`config.mk`:
```
export PLATFORM = sky130hd
export DESIGN_NAME = lbd_front_flat
export DESIGN_NICKNAME = d
export VERILOG_FILES = /design/src/hw/rtl/lbd_pkg.sv /design/src/hw/rtl/lbd_if.sv /design/src/hw/rtl/lbd_front.sv /design/src/flat_wrapper.sv
export SDC_FILE = /design/constraint.sdc
export NUM_CORES = 1
export LEC_CHECK = 0
export BUFFER_PORTS_ARGS = -buffer_cell sky130_fd_sc_hd__clkbuf_2
export CORE_ASPECT_RATIO = 0.5
export CORE_MARGIN = 2
export CORE_UTILIZATION = 40
export CTS_CLUSTER_SIZE = 28
export DETAILED_ROUTE_END_ITERATION = 10
export GPL_ROUTABILITY_DRIVEN = 0
export PLACE_DENSITY = 0.68
export SYNTH_ARGS = -nofsm -noshare
export SYNTH_HDL_FRONTEND = slang
export SYNTH_SLANG_ARGS = --single-unit
```
`constraint.sdc`:
```
create_clock -name clock -period 2.7 [get_ports clock]
set_clock_uncertainty 0.05 [all_clocks]
set_input_delay 0.54 -clock clock [delete_from_list [all_inputs] [get_ports clock]]
set_output_delay 0.54 -clock clock [all_outputs]
set_load 0.01 [all_outputs]
```
`src/hw/rtl/lbd_pkg.sv`:
```
// ----------------------------------------------------------------------------
// lbd_pkg
// Shared types and constants of the base64 LZW stream decompressor.
// ----------------------------------------------------------------------------
package lbd_pkg;

   localparam int DICT_ENTRIES_DEF  = 4096;
   localparam int MAX_ENTRY_LEN_DEF = 32;
   localparam int QUEUE_DEPTH       = 4;
   localparam int CHAR_W            = 8;
   localparam int B64_W             = 6;
   localparam int SYM_W             = 16;
   localparam int STATUS_W          = 3;
   localparam int FIRST_ENTRY       = 3;
   localparam int RESET_CODE_WIDTH  = 3;
   localparam int RESET_NEXT_FREE   = 4;
   localparam int FIRST_CODE_BITS   = 2;
   localparam int LIT8_BITS         = 8;
   localparam int LIT16_BITS        = 16;

   // result status codes
   typedef enum logic [STATUS_W-1:0] {
      ST_SYM   = 3'd0,
      ST_END   = 3'd1,
      ST_BAD   = 3'd2,
      ST_TRUNC = 3'd3,
      ST_FULL  = 3'd4,
      ST_LONG  = 3'd5
   } lbd_status_type;

   // one queued character word: decoded 6 bits and the end marker
   typedef struct packed {
      logic [B64_W-1:0] bits;
      logic             final_char;
   } lbd_word_type;

endpackage

```
`src/hw/rtl/lbd_if.sv`:
```
// ----------------------------------------------------------------------------
// lbd_req_if / lbd_rsp_if
// Valid/ready channels for compressed characters and decoded results.
// ----------------------------------------------------------------------------
interface lbd_req_if;
   logic       valid;
   logic       ready;
   logic [7:0] char_code;
   logic       final_char;

   modport source (output valid, char_code, final_char, input ready);
   modport sink   (input valid, char_code, final_char, output ready);
endinterface


```
`src/hw/rtl/lbd_front.sv`:
```
// ----------------------------------------------------------------------------
// lbd_front
// Accepts characters, maps them to 6-bit values and queues them.
// ----------------------------------------------------------------------------
module lbd_front import lbd_pkg::*; (
   input  logic         clock,
   input  logic         reset,
   lbd_req_if.sink      req_ch,
   output logic         word_valid,
   output lbd_word_type word,
   input  logic         word_pop
);

   localparam int PTR_W = $clog2(QUEUE_DEPTH);
   localparam int CNT_W = $clog2(QUEUE_DEPTH + 1);

   lbd_word_type     queue_ff [QUEUE_DEPTH];
   logic [PTR_W-1:0] wr_ptr_ff, wr_ptr_in;
   logic [PTR_W-1:0] rd_ptr_ff, rd_ptr_in;
   logic [CNT_W-1:0] count_ff, count_in;
   logic             push;
   lbd_word_type     push_word;

   // base64 alphabet; '=' is zero, anything unknown is all ones
   function automatic logic [B64_W-1:0] b64_value(input logic [CHAR_W-1:0] ch);
      logic [B64_W-1:0] val;
      val = '1;
      if (ch >= "A" && ch <= "Z") val = B64_W'(ch - "A");
      else if (ch >= "a" && ch <= "z") val = B64_W'(ch - "a" + 8'd26);
      else if (ch >= "0" && ch <= "9") val = B64_W'(ch - "0" + 8'd52);
      else if (ch == "+") val = 6'd62;
      else if (ch == "/") val = 6'd63;
      else if (ch == "=") val = 6'd0;
      return val;
   endfunction

   assign req_ch.ready = (count_ff != CNT_W'(QUEUE_DEPTH));
   assign push         = req_ch.valid && req_ch.ready;
   assign word_valid   = (count_ff != '0);
   assign word         = queue_ff[rd_ptr_ff];

   assign push_word.bits       = b64_value(req_ch.char_code);
   assign push_word.final_char = req_ch.final_char;

   // pointer and fill count
   always_comb begin
      wr_ptr_in = push ? wr_ptr_ff + 1'b1 : wr_ptr_ff;
      rd_ptr_in = word_pop ? rd_ptr_ff + 1'b1 : rd_ptr_ff;
      count_in  = count_ff;
      if (push && !word_pop) count_in = count_ff + 1'b1;
      else if (!push && word_pop) count_in = count_ff - 1'b1;
   end

   always_ff @(posedge clock) begin
      if (reset) begin
         wr_ptr_ff <= '0;
         rd_ptr_ff <= '0;
         count_ff  <= '0;
      end else begin
         wr_ptr_ff <= wr_ptr_in;
         rd_ptr_ff <= rd_ptr_in;
         count_ff  <= count_in;
      end
   end

   // queue payload
   always_ff @(posedge clock) begin
      if (push) begin
         queue_ff[wr_ptr_ff] <= push_word;
      end
   end

endmodule

```
`src/flat_wrapper.sv`:
```
// flat-port wrapper written by rule: the top's interface ports become plain ports
module lbd_front_flat import lbd_pkg::*;
  (clock, reset, word_valid, word, word_pop, req_ch_valid, req_ch_char_code, req_ch_final_char, req_ch_ready);
  lbd_req_if req_ch_i ();
  input  logic clock;
  input  logic reset;
  output logic word_valid;
  output lbd_word_type word;
  input  logic word_pop;
  input wire logic [$bits(req_ch_i.valid)-1:0] req_ch_valid;
  input wire logic [$bits(req_ch_i.char_code)-1:0] req_ch_char_code;
  input wire logic [$bits(req_ch_i.final_char)-1:0] req_ch_final_char;
  output wire logic [$bits(req_ch_i.ready)-1:0] req_ch_ready;
  assign req_ch_i.valid = req_ch_valid;
  assign req_ch_i.char_code = req_ch_char_code;
  assign req_ch_i.final_char = req_ch_final_char;
  assign req_ch_ready = req_ch_i.ready;
  lbd_front u_core (.clock(clock), .reset(reset), .req_ch(req_ch_i), .word_valid(word_valid), .word(word), .word_pop(word_pop));
endmodule
```
==> qor.json <==
{
  "outcome": "complete, no violations",
  "core-area_um2": 4490,
  "post-dp-hpwl_um": 2370,
  "via_count": 1183,
  "power.clock.fraction": 0.252,
  "synth_nets": 175,
  "compound_gate_fraction_of_synth_area": 0.0929,
  "routedWlPerCell_um": 13.4,
  "slowest_stage": "sky130_fd_sc_hd__a2111oi_4",
  "final_min_period_over_clock_period": 0.843,
  "detail_route.iter0.violations": 50,
  "clk_root_buffer_cell": "sky130_fd_sc_hd__clkbuf_8",
  "yosys_register_bits": 37,
  "swShare": 0.270,
  "std_cell_rows": 17,
  "cts.sinks": 37,
  "fin_tns_setup_ns": 0,
  "synth_sequential_area_ratio": 0.538,
  "cp_data_required_time_ns": 2.65,
  "cts-root-to-sink-buffers": 2,
  "syn_avg_cell_area_um2": 12.9,
  "ant_nets": 0,
  "final_common_cell": "sky130_fd_sc_hd__edfxtp_1",
  "clkTransAtPathRegs_ns": 0.07,
  "groute.usage.overall": 0.140,
  "async_flop_share": 0,
  "antennaDiodeCount": 0,
  "post_synth_instance_area_um2": 1900,
  "drt_drc_violations_left": 0,
  "die-width_um": 101,
  "timing.max_slew.rel_slack": 0.662,
  "post-cts-setup-buffer-count": 0,
  "hold_crit_class": "input port to flop",
  "detail_route.first_pass.iterations": 4,
  "timing.critical_path.to_type": "flop",
  "power_frac_comb": 0.219,
  "critical_path.cell_chain": "clkbuf_2 -> clkinv_1 -> ha_1 -> a21oi_1 -> a41oi_2 -> a2111oi_4 -> a21boi_1 -> o21ai_1",
  "fp.dieH_um": 52.7,
  "die_footprint_um2": 5350,
  "pwr_density_cell_nw_per_um2": 634,
  "rrSetupSlack_ns": 0.47,
  "cts_tree": "done",
  "startpoint_type": "input port",
  "synth.lib_cells_used.distinct": 33,
  "io_pins": 22,
  "critPathKind": "input port to flop",
  "drv_cap": 0,
  "grt_pass1_vias": 1129,
  "cp_data_arrival_time_ns": 2.22,
  "htree_levels": 2,
  "synth_ff_type": "sky130_fd_sc_hd__edfxtp_1",
  "net-switching-power_uw": 368,
  "post_place_setup_slack_ns": 0.178,
  "p_seq_frac": 0.530,
  "post_cts_resize_count": 0,
  "achievable-frequency_mhz": 440,
  "num-fill-cells": 410,
  "finalSetupViolCount": 0,
  "synthesis.yosys.warnings": 0,
  "area_growth_syn_to_layout_pct": 13.1,
  "final_critical_path_setup_slack_ns": 0.425,
  "globalRouteOverflowTotal": 0,
  "post_route_cells_drive_above_1_share": 0.216,
  "peakVddDrop_uv": 241,
  "critical_path.max_stage_delay_ns": 0.57,
  "final_max_slew_viol_count": 0,
  "min_period_ns": 2.27,
  "numCtsBuffers": 5,
  "clock_latency_ns": 0.27,
  "largest_net_degree_at_the_start_of_global_routing": 12,
  "cts-hold-fix-buffers": 0,
  "synth_top_family_by_area": "adder cells",
  "internal_power_of_the_cells_uw": 994,
  "global_route_wire_length_before_repair_um": 5460,
  "power.static_leakage_nw": 0.798,
  "port-buffer-count": 21,
  "synth-xor-area-share": 0.0415,
  "setup_repair_after_global_routing_missed_its_margin": "no",
  "synth_edf_count": 28,
  "timing.critical_path.fanout_max": 8,
  "finalNetCount": 198,
  "synth_simple_gate_area_share": 0.0923,
  "routed_wirelength_um": 3170,
  "final_hold_viol_count": 0,
  "worst_slew_pin_slew_ns": 0.507,
  "antenna_found_initial": 0,
  "synth_fa_ha_area_frac": 0.103,
  "initial_utilization": 0.423,
  "syn-instance-count": 147,
  "viasPerCell": 4.99,
  "mostFrequentLayoutCells": "28 x sky130_fd_sc_hd__edfxtp_1, 21 x sky130_fd_sc_hd__clkbuf_2, 14 x sky130_fd_sc_hd__a21oi_1, 14 x sky130_fd_sc_hd__ha_1",
  "synth.area.mux_share": 0.0989
}
==> cell usage after synthesis, types with 2 or more instances <==
| master | number | share of area |
|---|---|---|
| sky130_fd_sc_hd__ha_1 | 14 | 0.092 |
| sky130_fd_sc_hd__nand2b_1 | 3 | 0.0099 |
| sky130_fd_sc_hd__clkbuf_1 | 2 | 0.0040 |
| sky130_fd_sc_hd__nor2_1 | 9 | 0.018 |
| sky130_fd_sc_hd__and3_1 | 4 | 0.013 |
| sky130_fd_sc_hd__xnor2_1 | 5 | 0.023 |
| sky130_fd_sc_hd__buf_2 | 3 | 0.0079 |
| sky130_fd_sc_hd__mux2i_1 | 3 | 0.016 |
| sky130_fd_sc_hd__xor2_1 | 4 | 0.018 |
| sky130_fd_sc_hd__a21oi_1 | 14 | 0.037 |
| sky130_fd_sc_hd__or3_1 | 2 | 0.0066 |
| sky130_fd_sc_hd__o21ai_0 | 5 | 0.013 |
| sky130_fd_sc_hd__edfxtp_1 | 28 | 0.44 |
| sky130_fd_sc_hd__nand2_1 | 7 | 0.014 |
| sky130_fd_sc_hd__dfxtp_1 | 9 | 0.095 |
| sky130_fd_sc_hd__nand3_1 | 4 | 0.011 |
| sky130_fd_sc_hd__mux4_2 | 7 | 0.083 |
| sky130_fd_sc_hd__inv_1 | 9 | 0.018 |
==> metal layers <==
layer	track usage	wire length (µm)
met1	0.185	1510
met4	0.0338	8
met5	0	0
met2	0.221	1480
met3	0.0493	172
==> power groups by stage <==
stage                     Combinational [mW]  Sequential, mW  Clock (mW)
after floorplan                        0.221           0.717           0
after global placement                 0.293           0.732           0
after detailed placement               0.301           0.736           0
after CTS                              0.304           0.723       0.357
after global routing                   0.340           0.731       0.392
final                                  0.298           0.721       0.343
==> per-stage QoR <==
step	power, mW	hold slack [ns]	instance area (µm²)	cells	util
global placement	1.03	0.440	2070	229	0.461
detailed placement	1.04	0.457	2070	229	0.461
floorplan	0.938	0.416	1900	147	-
finish	1.36	0.441	2150	237	0.478
CTS	1.38	0.440	2150	237	0.478
global route	1.46	0.436	2150	237	0.478
==> path summary, 6_finish.rpt <==
check / start / cells past startpoint / to
min: req_ch_final_char / 1 / u_core.queue_ff[0][0]
max reg2reg: u_core.count_ff[0] / 9 / u_core.count_ff[2]
min reg2reg: u_core.count_ff[2] / 2 / u_core.count_ff[2]
max: req_ch_char_code[2] / 8 / u_core.queue_ff[0][6]
==> cells by family (layout without fill, tap and decap cells) <==
| family | count (synthesis) | count (layout) |
|---|---|---|
| AND/OR/NAND/NOR | 34 | 34 |
| AO/OA/AOI/OAI | 26 | 26 |
| adder cells (fa/ha/maj) | 15 | 15 |
| buffers and inverters | 16 | 40 |
| multiplexers | 10 | 10 |
| XOR/XNOR | 9 | 9 |
| flip-flops | 37 | 37 |
==> critical path, delay by kind of cell <==
family / cells / cell delay, ns
buf+inv: 2 / 0.25
compound gates: 5 / 1.19
fa+ha+maj: 1 / 0.24
==> flip-flops by register name (all words and copies together) (netlist names), named ones only <==
signal / count
u_core.wr_ptr_ff: 2
u_core.rd_ptr_ff: 2
u_core.count_ff: 3
u_core.queue_ff: 28
==> cell type report <==
type	instances	area, µm²	share of cell area
inverter	10	37.5	0.0175
clock buffer	7	76.3	0.0355
tap	66	82.6	0.0385
timing repair buffer	22	113	0.0524
sequential	37	1020	0.476
clock inverter	1	3.75	0.00175
multi-input combinational	94	813	0.379
No activity file was read; power rests on OpenSTA's default activity.
